**config.mk**
```make
export PLATFORM = sky130hd
export DESIGN_NAME = sound_adpcm_block_decoder_core
export DESIGN_NICKNAME = d
export VERILOG_FILES = /design/src/hdl/sabd_pkg.sv /design/src/hdl/sabd_datapath.sv /design/src/hdl/sabd_ctrl.sv /design/src/hdl/sound_adpcm_block_decoder_core.sv
export SDC_FILE = /design/constraint.sdc
export NUM_CORES = 1
export LEC_CHECK = 0
export ABC_AREA = 1
export BUFFER_PORTS_ARGS = -buffer_cell sky130_fd_sc_hd__buf_4
export CAP_MARGIN = 25
export CELL_PAD_IN_SITES_DETAIL_PLACEMENT = 1
export CELL_PAD_IN_SITES_GLOBAL_PLACEMENT = 1
export CORE_ASPECT_RATIO = 0.75
export CORE_MARGIN = 5
export CORE_UTILIZATION = 40
export CTS_BUF_LIST = sky130_fd_sc_hd__clkbuf_16
export DETAILED_ROUTE_END_ITERATION = 10
export PLACE_DENSITY_LB_ADDON = 0.25
export SYNTH_ARGS = -nofsm -noshare
export SYNTH_HDL_FRONTEND = slang
export SYNTH_HIERARCHICAL = 1
export SYNTH_SLANG_ARGS = --single-unit
```
**constraint.sdc**
```tcl
create_clock -name clk -period 7.26 [get_ports clk]
set_clock_uncertainty 0.05 [all_clocks]
set_input_delay 0.726 -clock clk [delete_from_list [all_inputs] [get_ports clk]]
set_output_delay 0.726 -clock clk [all_outputs]
set_load 0.005 [all_outputs]
```
**src/hdl/sabd_pkg.sv**
```systemverilog
// ----------------------------------------------------------------------------
// sabd_pkg
// Types, constants and coefficient tables of the ADPCM block decoder.
// ----------------------------------------------------------------------------
package sabd_pkg;

	// Block layout
	localparam logic [3:0] POS_HEADER    = 4'd0;
	localparam logic [3:0] POS_FLAGS     = 4'd1;
	localparam logic [3:0] POS_BLOCK_END = 4'd15;

	// Shift and filter limits
	localparam logic [3:0] SHIFT_BASE = 4'd12;
	localparam logic [2:0] FILTER_MAX = 3'd4;

	// Loop flag bits of byte 1
	localparam int LOOP_END_BIT    = 0;
	localparam int LOOP_REPEAT_BIT = 1;

	// End action codes
	typedef enum logic [1:0] {
		END_CONTINUE = 2'd0,
		END_LOOP     = 2'd1,
		END_STOP     = 2'd2
	} end_action_t;

	// Commands from controller to datapath
	typedef struct packed {
		logic load_hdr0;   // byte 0: shift and filter
		logic load_hdr1;   // byte 1: loop flags
		logic load_byte;   // any accepted byte; a data byte holds two nibbles
		logic clear_hist;  // restart: clear predictor history
		logic mul_en;      // capture products and scaled nibble
		logic acc_en;      // finish sample, update history and output
		logic sel_hi;      // work on the high nibble
		logic last;        // current byte is the last of the block
	} sabd_cmd_t;

	// First predictor coefficient, scaled by 64
	function automatic logic signed [7:0] coef_a(input logic [2:0] filt);
		logic signed [7:0] k;
		case (filt)
			3'd1:    k = 8'sd60;
			3'd2:    k = 8'sd115;
			3'd3:    k = 8'sd98;
			3'd4:    k = 8'sd122;
			default: k = 8'sd0;
		endcase
		return k;
	endfunction

	// Second predictor coefficient, scaled by 64
	function automatic logic signed [7:0] coef_b(input logic [2:0] filt);
		logic signed [7:0] k;
		case (filt)
			3'd2:    k = -8'sd52;
			3'd3:    k = -8'sd55;
			3'd4:    k = -8'sd60;
			default: k = 8'sd0;
		endcase
		return k;
	endfunction

endpackage

```
**src/hdl/sabd_datapath.sv**
```systemverilog
// ----------------------------------------------------------------------------
// sabd_datapath
// Header registers, predictor history, two-stage sample arithmetic and the
// output word register.
// ----------------------------------------------------------------------------
module sabd_datapath (
	input  logic                clk,
	input  logic                arst_n,
	input  logic [7:0]          s_tdata,   // [7:0] data_byte
	input  sabd_pkg::sabd_cmd_t cmd,
	output logic [15:0]         m_tdata,   // [15:0] sample
	output logic                m_tlast,   // block_last
	output logic [2:0]          m_tuser    // [0] pair_last, [2:1] end_action
);
	import sabd_pkg::*;

	logic [7:0]         byte_q;
	logic [3:0]         shift_q;
	logic [2:0]         filt_q;
	logic [1:0]         loop_q;
	logic signed [15:0] h1_q;
	logic signed [15:0] h2_q;

	logic signed [23:0] prod_a_s1;
	logic signed [23:0] prod_b_s1;
	logic signed [15:0] scaled_s1;

	logic [15:0] sample_q;
	logic        pair_last_q;
	logic        block_last_q;
	logic [1:0]  end_action_q;

	logic [3:0]         nib;
	logic [3:0]         sh;
	logic signed [15:0] nib_ext;
	logic signed [23:0] prod_a;
	logic signed [23:0] prod_b;
	logic signed [24:0] psum;
	logic signed [24:0] psum_adj;
	logic signed [24:0] pred;
	logic signed [25:0] raw;
	logic [15:0]        clamped;
	logic [2:0]         hdr_filt;
	logic [1:0]         action;

	// Stage 1: nibble scaling and predictor products
	always_comb begin
		nib     = cmd.sel_hi ? byte_q[7:4] : byte_q[3:0];
		sh      = (shift_q > SHIFT_BASE) ? 4'd0 : SHIFT_BASE - shift_q;
		nib_ext = {{12{nib[3]}}, nib};
		prod_a  = coef_a(filt_q) * h1_q;
		prod_b  = coef_b(filt_q) * h2_q;
	end

	always_ff @(posedge clk) begin
		if (cmd.mul_en) begin
			prod_a_s1 <= prod_a;
			prod_b_s1 <= prod_b;
			scaled_s1 <= nib_ext <<< sh;
		end
	end

	// Stage 2: divide by 64 toward zero, add, saturate
	always_comb begin
		psum     = {prod_a_s1[23], prod_a_s1} + {prod_b_s1[23], prod_b_s1};
		psum_adj = psum + (psum[24] ? 25'sd63 : 25'sd0);
		pred     = psum_adj >>> 6;
		raw      = {{10{scaled_s1[15]}}, scaled_s1} + {pred[24], pred};
		if (raw > 26'sd32767) begin
			clamped = 16'h7FFF;
		end else if (raw < -26'sd32768) begin
			clamped = 16'h8000;
		end else begin
			clamped = raw[15:0];
		end
	end

	// End action of the block, from the loop flags
	always_comb begin
		action = END_CONTINUE;
		if (cmd.last && loop_q[LOOP_END_BIT]) begin
			action = loop_q[LOOP_REPEAT_BIT] ? END_LOOP : END_STOP;
		end
	end

	assign hdr_filt = (s_tdata[6:4] > FILTER_MAX) ? FILTER_MAX : s_tdata[6:4];

	// Header and history state
	always_ff @(posedge clk or negedge arst_n) begin
		if (!arst_n) begin
			shift_q <= '0;
			filt_q  <= '0;
			loop_q  <= '0;
			h1_q    <= '0;
			h2_q    <= '0;
		end else begin
			if (cmd.load_hdr0) begin
				shift_q <= s_tdata[3:0];
				filt_q  <= hdr_filt;
			end
			if (cmd.load_hdr1) begin
				loop_q <= s_tdata[1:0];
			end
			if (cmd.clear_hist) begin
				h1_q <= '0;
				h2_q <= '0;
			end else if (cmd.acc_en) begin
				h2_q <= h1_q;
				h1_q <= signed'(clamped);
			end
		end
	end

	// Data byte and output word
	always_ff @(posedge clk) begin
		if (cmd.load_byte) begin
			byte_q <= s_tdata;
		end
		if (cmd.acc_en) begin
			sample_q     <= clamped;
			pair_last_q  <= cmd.sel_hi;
			block_last_q <= cmd.sel_hi & cmd.last;
			end_action_q <= cmd.sel_hi ? action : END_CONTINUE;
		end
	end

	assign m_tdata = sample_q;
	assign m_tlast = block_last_q;
	assign m_tuser = {end_action_q, pair_last_q};

endmodule

```
**src/hdl/sabd_ctrl.sv**
```systemverilog
// ----------------------------------------------------------------------------
// sabd_ctrl
// Controller: byte position, per-nibble sequencing and output word valid.
// ----------------------------------------------------------------------------
module sabd_ctrl (
	input  logic                clk,
	input  logic                arst_n,
	input  logic                s_tvalid,
	output logic                s_tready,
	input  logic                s_tuser,   // [0] restart
	output logic                m_tvalid,
	input  logic                m_tready,
	output sabd_pkg::sabd_cmd_t cmd
);
	import sabd_pkg::*;

	typedef enum logic [4:0] {
		ST_IDLE   = 5'b00001,
		ST_MUL_LO = 5'b00010,
		ST_ACC_LO = 5'b00100,
		ST_MUL_HI = 5'b01000,
		ST_ACC_HI = 5'b10000
	} state_t;

	state_t     state_q;
	state_t     state_d;
	logic [3:0] pos_q;
	logic       last_q;
	logic       m_tvalid_q;

	logic       accept;
	logic [3:0] pos_eff;
	logic       out_free;
	logic       in_acc;
	logic       write;

	assign accept   = s_tvalid & s_tready;
	assign pos_eff  = s_tuser ? POS_HEADER : pos_q;
	assign out_free = !m_tvalid_q || m_tready;
	assign in_acc   = (state_q == ST_ACC_LO) || (state_q == ST_ACC_HI);
	assign write    = in_acc && out_free;

	// Next state
	always_comb begin
		state_d = state_q;
		case (state_q)
			ST_IDLE: begin
				if (accept && (pos_eff != POS_HEADER) && (pos_eff != POS_FLAGS)) begin
					state_d = ST_MUL_LO;
				end
			end
			ST_MUL_LO: state_d = ST_ACC_LO;
			ST_ACC_LO: begin
				if (out_free) state_d = ST_MUL_HI;
			end
			ST_MUL_HI: state_d = ST_ACC_HI;
			ST_ACC_HI: begin
				if (out_free) state_d = ST_IDLE;
			end
			default: state_d = ST_IDLE;
		endcase
	end

	// Datapath commands
	always_comb begin
		cmd            = '0;
		cmd.load_hdr0  = accept && (pos_eff == POS_HEADER);
		cmd.load_hdr1  = accept && (pos_eff == POS_FLAGS);
		cmd.load_byte  = accept;
		cmd.clear_hist = accept && s_tuser;
		cmd.mul_en     = (state_q == ST_MUL_LO) || (state_q == ST_MUL_HI);
		cmd.acc_en     = write;
		cmd.sel_hi     = (state_q == ST_MUL_HI) || (state_q == ST_ACC_HI);
		cmd.last       = last_q;
	end

	// Control registers
	always_ff @(posedge clk or negedge arst_n) begin
		if (!arst_n) begin
			state_q    <= ST_IDLE;
			pos_q      <= POS_HEADER;
			last_q     <= 1'b0;
			m_tvalid_q <= 1'b0;
		end else begin
			state_q <= state_d;
			if (accept) begin
				pos_q  <= pos_eff + 4'd1;
				last_q <= (pos_eff == POS_BLOCK_END);
			end
			if (write) begin
				m_tvalid_q <= 1'b1;
			end else if (m_tready) begin
				m_tvalid_q <= 1'b0;
			end
		end
	end

	assign s_tready = (state_q == ST_IDLE);
	assign m_tvalid = m_tvalid_q;

endmodule

```
**src/hdl/sound_adpcm_block_decoder_core.sv**
```systemverilog
// Each sample of a data byte passes the byte, stage-1 and output registers
// (two-stage multiply/accumulate). Header bytes are taken in idle; a data
// byte runs multiply and accumulate for its low, then its high nibble before
// the next byte is taken, each sample waiting at accumulate while the output
// is held. Reset (arst_n low) clears position, header, history, valid at once.
// ----------------------------------------------------------------------------
// sound_adpcm_block_decoder_core
// Top level of the ADPCM block decoder: 16-byte blocks in, PCM samples out.
// ----------------------------------------------------------------------------
module sound_adpcm_block_decoder_core (
	input  logic        clk,
	input  logic        arst_n,
	input  logic        s_tvalid,
	output logic        s_tready,
	input  logic [7:0]  s_tdata,   // [7:0] data_byte
	input  logic        s_tuser,   // [0] restart
	output logic        m_tvalid,
	input  logic        m_tready,
	output logic [15:0] m_tdata,   // [15:0] sample
	output logic        m_tlast,   // block_last
	output logic [2:0]  m_tuser    // [0] pair_last, [2:1] end_action
);
	import sabd_pkg::*;

	sabd_cmd_t cmd;

	// Sequencer
	sabd_ctrl u_ctrl (
		.clk      (clk),
		.arst_n   (arst_n),
		.s_tvalid (s_tvalid),
		.s_tready (s_tready),
		.s_tuser  (s_tuser),
		.m_tvalid (m_tvalid),
		.m_tready (m_tready),
		.cmd      (cmd)
	);

	// Arithmetic and state
	sabd_datapath u_dp (
		.clk     (clk),
		.arst_n  (arst_n),
		.s_tdata (s_tdata),
		.cmd     (cmd),
		.m_tdata (m_tdata),
		.m_tlast (m_tlast),
		.m_tuser (m_tuser)
	);

endmodule

```
==> results.md, run 1 <==
* Final WS setup at 1.156 ns
* Power Total at just over 6 mW
* Critical path capture point type: register
* Clock latency reported for the late side of the worst-skew pair at 0.45 ns
* Diode count at 0
* Area grow syn2layout at 9.398%
* Post-synth EDFFs at 92
* Peak supply drop at around 120 µV
* Sequential-to-total area share from yosys stat at 25.62%
* Kind of start point of the critical path: register
* Effective utilization at floorplan at 40.34%
* Arrival time reported for the critical path endpoint at 6.21 ns
* Post-Synthesis Cell Area at 15870 µm²
* Register bit count reported by yosys at 144
* Data required time at the worst endpoint at 7.37 ns
* Maximum fanout count along the critical path at 17
* DRC marker count from the first detailed-route iteration at 743
* Tcrit/Tclk final at between 80% and 90%
* Leftover overflow at the end of global routing at 0
* Number of primary I/O pins at 35
* Leakage power at roughly 9 nW
* Clock transition at path regs at 0.07 ns
* Number of nets produced by synthesis at 2288
* Clock tree from TritonCTS: built
* Status: complete, no violations
* Library cell used as clock root buffer: clkbuf_16
* Global-route usage over all layers at 22.46%
* Shortest clock period the worst path allows after layout at roughly 6 ns
* Sum of negative setup slack at 0 ns
* Top-area cell type share of the netlist area at 17.54%
* Depth of the CTS H-tree at 4
* Setup repair after global routing missed its margin: no
* Number of buffers between clock root and the deepest sink at 2
* DRC violations left at 0
* Worst slack after detailed placement at 1.242 ns
* Via count at around 13000
* Dominant cell type by area after synthesis: fa_1
* Clock network fraction of total power at 14.5%
* Transition time of the tightest slew-check pin at 0.9369 ns
* Net Switching at between 3 and 4 mW
* Sequential fraction of design power at ~20%
* Maximum frequency from static timing analysis at 163.8 MHz
* Max_slew headroom at between 30% and 40%
* Combinational fraction of design power at 65.4%
* Number of routed nets with antenna violations at 0
* Total power per unit cell area at 349.3 nW/µm²
* Max-slew violation total from the final report at 0
* Setup violation total in the final timing report at 0
* TritonCTS Buffers at 17
* Asr flop ratio synth at between 30% and 40%
* Dominant register cell in the synthesized netlist: edfxtp_1
* Sink count of the clock tree at 144
* Max-capacitance violation count at 0
* HPWL after detailed placement at 39770 µm
* Cells after Synth at 1963
* Setup bufs post-CTS at 0
* Synthesized area per cell at 8.084 µm²
* DP Cell Count at roughly 2500
* Total of fill cells in the finished design at 4770
* Die Y at 182.5 µm
* Num rows at 63
* Number of iterations in the first detailed-routing pass at 5
* YS warnings at 6
* Category of the most critical setup path: reg2reg
* Initial antenna violation count at 2
* Final hold violations at 0
* Die extent in x at between 200 and 250 µm
* Vias per cell at 5.132
* Total Routed Length at 47590 µm
* PortBufs at 34
* Routed length per instance at 18.76 µm
* Number of standard cells in the layout, taps in and fillers out at between 2000 and 3000
* Largest cells by area after synthesis: fa_1, edfxtp_1, ha_1
* Area of the die at 43800 µm²
* Largest net degree at the start of global routing at 65
* Number of global-route vias before repair at 14049
* Distinct cell type count of the synthesized netlist at 51
* Post-cts gate resize count at 0
* Std-Cell Core Area at 39330 µm²
* Switching power share of the total at 52.86%
* Share of cells above drive strength 1 at 6.597%
* Min-Delay Path Class: in2async
* Nets at between 2000 and 2500
* Number of buffers inserted for hold repair after clock tree synthesis at 0
* Internal cell power at about 2.9 mW
* GP Congestion at between 0.8 and 0.9
* First-pass GRT wire length at between 70000 and 80000 µm
layer usage:
layer | up-vias | GRT usage (%) | part of all wire (%)
li1 | 6263 | - | -
met1 | 6475 | 33.34 | 49
met2 | 234 | 33.84 | 43
met3 | 40 | 5.091 | 5.8
met4 | 2 | 4.492 | 1.4
met5 | - | 0 | 0.027
area by class of cell:
| class | instances | area [µm²] | area share (%) |
|---|---|---|---|
| tap | 520 | 650.6 | 3.748 |
| clock inverter | 15 | 153.9 | 0.8865 |
| inverter | 379 | 1425 | 8.209 |
| multi-input combinational | 1414 | 10270 | 59.14 |
| sequential | 144 | 4065 | 23.42 |
| clock buffer | 17 | 425.4 | 2.450 |
| timing repair buffer | 47 | 372.9 | 2.148 |
critical path, cell delays in order, from the launching register on:
cell      delay, ns
dfrtp_1        0.39
inv_1          0.08
nor2_1         0.25
clkinv_1       0.12
buf_4          0.22
nor2_1         0.20
inv_1          0.07
buf_4          0.20
nand2_1        0.09
nor2_1         0.04
buf_4          0.20
nor2_1         0.17
fa_1           0.44
fa_1           0.50
inv_1          0.06
fa_1           0.53
inv_1          0.05
fa_1           0.52
ha_1           0.41
nand2_1        0.15
nor2_1         0.23
nand2_1        0.08
o211ai_1       0.11
a31oi_1        0.11
xnor2_1        0.54
stage by stage:
step                utilization [%]  cell area [µm²]  hold WS (ns)
floorplan                         -            15870        0.3804
global placement              42.59            16750        0.4181
detailed placement            42.66            16780        0.4196
CTS                           44.14            17360        0.2885
global route                  44.14            17360        0.3147
finish                        44.14            17360        0.2740
state kept, by name, summed over array words and instances, names as in the netlist:
signal and cells:
u_dp/end_action_q 2, u_dp/pair_last_q 1, u_dp/loop_q 2, u_dp/byte_q 8, u_dp/prod_b_s1 24, u_dp/scaled_s1 16
u_dp/h1_q 16, u_dp/m_tdata 16, u_ctrl/pos_q 4, u_ctrl/last_q 1, u_dp/h2_q 16, u_dp/shift_q 4
u_ctrl/m_tvalid 1, u_dp/filt_q 3, u_dp/m_tlast 1, u_ctrl/state_q 5, u_dp/prod_a_s1 24
power groups by stage:
| stage | clock network (mW) | registers [mW] | logic [mW] |
|---|---|---|---|
| final | 0.881 | 1.21 | 3.97 |
| after global routing | 0.942 | 1.23 | 4.47 |
| after CTS | 0.897 | 1.21 | 3.95 |
| after detailed placement | 0 | 1.23 | 3.91 |
| after global placement | 0 | 1.23 | 3.79 |
| after floorplan | 0 | 1.20 | 2.71 |
cell usage in the layout (no fill, tap or decap), types with 51 or more instances in the layout:
master / netlist / final
inv_1: 370 / 371
nand2_1: 366 / 365
nor2_1: 290 / 288
ha_1: 173 / 173
fa_1: 139 / 139
edfxtp_1: 92 / 92
a21oi_1: 89 / 89
nand3_1: 78 / 78
o21ai_0: 59 / 59
dfrtp_1: 51 / 51
synthesized netlist by cell type (all sizes together) (13+ instances only):
cell	n
a21oi	90
clkbuf	18
dfrtp	51
edfxtp	92
fa	139
ha	173
inv	375
nand2	391
nand3	80
nand4	26
nor2	301
nor3	13
o21ai	60
o22ai	17
xnor2	34
xor2	48
worst paths after layout:
path | from | endpoint | slack, ns | depth (start not counted)
worst max-delay path | u_dp/filt_q[1] | u_dp/prod_a_s1[14] | 1.16 | 24
worst min-delay path | arst_n | u_ctrl/pos_q[2] | 0.27 | 1
worst max register to register | u_dp/filt_q[1] | u_dp/prod_a_s1[14] | 1.16 | 24
worst min register to register | u_dp/h1_q[11] | u_dp/h1_q[11] | 0.43 | 2
max in group asynchronous | arst_n | u_dp/h2_q[10] | 6.38 | 1
min in group clk | s_tdata[7] | u_dp/byte_q[7] | 0.41 | 1
cells by family (layout without fill, tap and decap cells):
| kind of cell | after synthesis | after routing | share of synthesized area (%) |
|---|---|---|---|
| compound gates | 198 | 198 | 6.883 |
| xor+xnor | 82 | 82 | 4.668 |
| fa+ha+maj | 312 | 312 | 31.18 |
| buf+inv | 405 | 458 | 9.761 |
| flops | 144 | 144 | 25.62 |
| mux | 4 | 4 | 0.2681 |
| simple gates | 818 | 818 | 21.63 |
Note: power is estimated with default switching activity, not from simulation.
==> inputs of run 2 (changes only) <==
--- a/config.mk
+++ b/config.mk
@@ -5,7 +5,7 @@
 export SDC_FILE = /design/constraint.sdc
 export NUM_CORES = 1
 export LEC_CHECK = 0
-export ABC_AREA = 1
+export ABC_AREA = 0
 export BUFFER_PORTS_ARGS = -buffer_cell sky130_fd_sc_hd__buf_4
 export CAP_MARGIN = 25
 export CELL_PAD_IN_SITES_DETAIL_PLACEMENT = 1
==> constraint.sdc (replaced) <==
create_clock -name clk -period 5.92 [get_ports clk]
set_clock_uncertainty 0.05 [all_clocks]
set_input_delay 0.592 -clock clk [delete_from_list [all_inputs] [get_ports clk]]
set_output_delay 0.592 -clock clk [all_outputs]
set_load 0.005 [all_outputs]
==> run 2 against run 1 <==
  * The flow now finishes with violations (setup timing)
  * Critical endpoint is now u_dp/h1_q[13]
  * Synthesized cell count down 18%
  * Highest routed layer is now met4
  * Non-clock buffer count up 127
  * Maximum frequency up 1.8%
  * Worst setup slack worse by 1.2 ns
  * Combinational power up 110%
  * Critical path depth up 5
  * Final cell count down 9.9%
  * Core utilization up 4.8 points
  * Sequential cell count unchanged
  * Critical path type unchanged
==> results.md, run 2 <==
* Status: finished with violations
* Failing checks: setup timing
* Commonest non-fill, non-tap cell in the layout: inv_1
* Std-Cell Core Area at 38480 µm² (-2.2%)
* Slowest stage delay, CP at 0.41 ns (-0.13 ns)
* Top-area cell type share of the netlist area at 17.76% (+0.23 points)
* Commonest cells after routing, fill and taps aside: inv_1, ha_1, buf_4
* Nets at 2082 (-11%)
* Maximum frequency from static timing analysis at 166.8 MHz (+1.8%)
* DRC violations left at 0 (unchanged)
* Min-Delay Path Class: in2async
* Number of global-route vias before repair at 13029 (-7.3%)
* Routed met1 length at 23060 µm (-2.1%)
* Sink count of the clock tree at 144 (unchanged)
* DP Cell Count at 2222 (-11%)
* Path depth of the worst reg2reg path at 29 (+21%)
* Depth of the CTS H-tree at 4 (unchanged)
* Number of buffers inserted for hold repair after clock tree synthesis at 0 (unchanged)
* Met2 WL post-DR at 21200 µm (+2.9%)
* CP max stage cell: or3_4
* Max_slew headroom at 36.49% (-0.90 points)
* Dominant register cell in the synthesized netlist: edfxtp_1
* Sequential-to-total area share from yosys stat at 25.95% (+0.33 points)
* Clock latency reported for the late side of the worst-skew pair at 0.45 ns (about the same)
* YS warnings at 6 (unchanged)
* Setup violation total in the final timing report at 28 (+28)
* Uppermost layer routed: met4
* Synthesized area per cell at 9.750 µm² (+21%)
* Number of standard cells in the layout, taps in and fillers out at 2284 (-9.9%)
* Final WS setup at -0.07522 ns (-1.232 ns)
* Asr flop ratio synth at 36.11% (unchanged)
* Tcrit/Tclk final at 101.3% (+17 points)
* Data required time at the worst endpoint at 6.21 ns (-1.16 ns)
* Area grow syn2layout at 20.26%
* Leading cell types by count after synthesis: inv_1, ha_1, fa_1, nor2_1, and2_1
* Share of cells above drive strength 1 at 20.85% (+14 points)
* Clock transition at path regs at 0.07 ns (about the same)
* Peak supply drop at 265.6 µV (+120%)
* GP Congestion at 0.9404 (+5.9%)
* Total Routed Length at 47160 µm (-0.90%)
* Routed length per instance at 20.65 µm (+10%)
* Die extent in x at 238.5 µm (-0.61%)
* HPWL after detailed placement at 37780 µm (-5.0%)
* Worst reg2reg startpoint: u_dp/prod_a_s1[0]
* Endpoint of the lowest-slack register-to-register path: u_dp/h1_q[13]
* Total power per unit cell area at 588.7 nW/µm² (+69%)
* Setup repair after global routing missed its margin: yes
* Critical path launch point: u_dp/prod_a_s1[0]
* Leakage power at 9.182 nW (+3.5%)
* Largest net degree at the start of global routing at 65 (unchanged)
* R2R Setup Slk at -0.08 ns (-1.23 ns)
* Distinct cell type count of the synthesized netlist at 82 (+61%)
* Clock tree from TritonCTS: built
* Worst hold-check slack at 0.1351 ns (-0.1389 ns)
* Die Y at 181.4 µm (-0.60%)
* Arrival time reported for the critical path endpoint at 6.28 ns (+0.07 ns)
* Leftover overflow at the end of global routing at 0 (unchanged)
* Number of primary I/O pins at 35 (unchanged)
* Dominant cell type by area after synthesis: fa_1
* Via count at 12281 (-5.6%)
* Largest cells by area after synthesis: fa_1, edfxtp_1, ha_1
* Cell with the most instances after synthesis: inv_1
* Global-route usage over all layers at 21.31% (-1.1 points)
* Power Total at 11.09 mW (+83%)
* Critical path capture point type: register
* Termination of the worst setup path: u_dp/h1_q[13]
* First-pass GRT wire length at 72890 µm (-6.0%)
* Library cell used as clock root buffer: clkbuf_16
* Register bit count reported by yosys at 144 (unchanged)
* Final hold violations at 0 (unchanged)
* Number of buffers between clock root and the deepest sink at 2 (unchanged)
* Post-synth EDFFs at 92 (unchanged)
* Area of the die at 43270 µm² (-1.2%)
* Shortest clock period the worst path allows after layout at 5.995 ns (-0.1084 ns)
* Num rows at 62 (-1.6%)
* Biggest regs: u_dp/prod_a_s1 x24, u_dp/prod_b_s1 x24
* Met3 routed WL at 2440 µm (-12%)
* Maximum fanout count along the critical path at 7 (-10)
* Post-Synthesis Cell Area at 15670 µm² (-1.3%)
* Initial antenna violation count at 5 (+3)
* Number of nets produced by synthesis at 1932 (-16%)
* DRC marker count from the first detailed-route iteration at 770 (+3.6%)
* Category of the most critical setup path: reg2reg
* Max-slew violation total from the final report at 0 (unchanged)
* TritonCTS Buffers at 17 (unchanged)
* Vias per cell at 5.377 (+4.8%)
* Cells after Synth at 1607 (-18%)
* Max-capacitance violation count at 0 (unchanged)
* PortBufs at 34 (unchanged)
* Effective utilization at floorplan at 40.72% (+0.38 points)
* Number of routed nets with antenna violations at 0 (unchanged)
* Transition time of the tightest slew-check pin at 0.9526 ns (+0.01575 ns)
* Number of iterations in the first detailed-routing pass at 5 (unchanged)
* Kind of start point of the critical path: register
## run 2: changes by cell type in the layout (fill, tap and decap cells not counted), sizes merged, moves of 22 or more
cell    delta
or2       +27
and2     +109
a21oi     -33
nor2     -181
nand3     -59
mux2i     +22
inv      -149
buf      +125
and3      +30
nand2    -317
nand2b    +25
## run 2: worst max-delay path, delay by kind of cell, from the launching register on
family | cells | cell delay [ns]
and+or+nand+nor | 5 | 1.01
xor gates and xnor gates | 1 | 0.06
DFF | 1 | 0.34
buffers and inverters | 3 | 0.32
adders and majority gates | 4 | 1.05
AOI/OAI and AO/OA | 16 | 3.03
## run 2: where the power goes
group	internal (mW)	total (mW)	switching (mW)
clock	0.634	1.10	0.464
sequential	1.53	1.83	0.305
combinational	3.36	8.16	4.80
## run 2: stage by stage
| step | util, % | worst slack (ns) | setup TNS, ns | cell area (µm²) |
|---|---|---|---|---|
| after floorplan | - | 0.1472 | 0 | 15670 |
| after global placement | 44.87 | -0.04239 | -0.4385 | 17260 |
| after detailed placement | 44.87 | -0.3727 | -8.061 | 17260 |
| after CTS | 46.93 | 0.005824 | 0 | 18060 |
| after global routing | 48.96 | -0.3365 | -9.117 | 18840 |
| final | 48.97 | -0.07522 | -1.056 | 18840 |
## run 2: layer usage
metal	up-vias	GRT usage, %
met5	-	0
met4	0	2.983
met3	32	3.625
met2	242	32.74
met1	6247	32.43
li1	5760	-
## run 2: cell families (layout without fill, tap and decap cells)
kind of cell | Yosys count | after routing | synth area share [%]
compound gates | 258 | 259 | 11.36
mux | 34 | 34 | 2.396
other cells | 0 | 2 | 0
flops | 144 | 144 | 25.95
buf+inv | 269 | 431 | 6.676
simple gates | 503 | 503 | 17.18
fa+ha+maj | 312 | 312 | 31.58
xor+xnor | 87 | 87 | 4.863
## run 2: how the worst min path moves through the flow
stage | start | endpoint | cells past startpoint
final | arst_n | u_dp/shift_q[0] | 1
after global routing | arst_n | u_dp/shift_q[3] | 1
after CTS | arst_n | u_dp/shift_q[0] | 1
after detailed placement | u_ctrl/last_q | u_ctrl/last_q | 1
after global placement | u_ctrl/last_q | u_ctrl/last_q | 1
after floorplan | arst_n | u_ctrl/last_q | 0
## run 2: area by class of cell
cell class | count | area, µm²
Timing Repair Buffer | 174 | 1456
Sequential cell | 144 | 4068
Fill cell | 4338 | 19640
Clock inverter | 13 | 118.9
Multi-Input combinational cell | 1195 | 11230
Clock buffer | 19 | 475.5
Tap cell | 512 | 640.6
Antenna cell | 2 | 5.005
Inverter | 225 | 847.1
## run 2: timing repair
action                     4_1_cts  5_1_grt
resized for setup               31      126
setup endpoints to repair       30       41
pin swaps                       18       70
buffers inserted                 5       17
gates cloned                     2        2
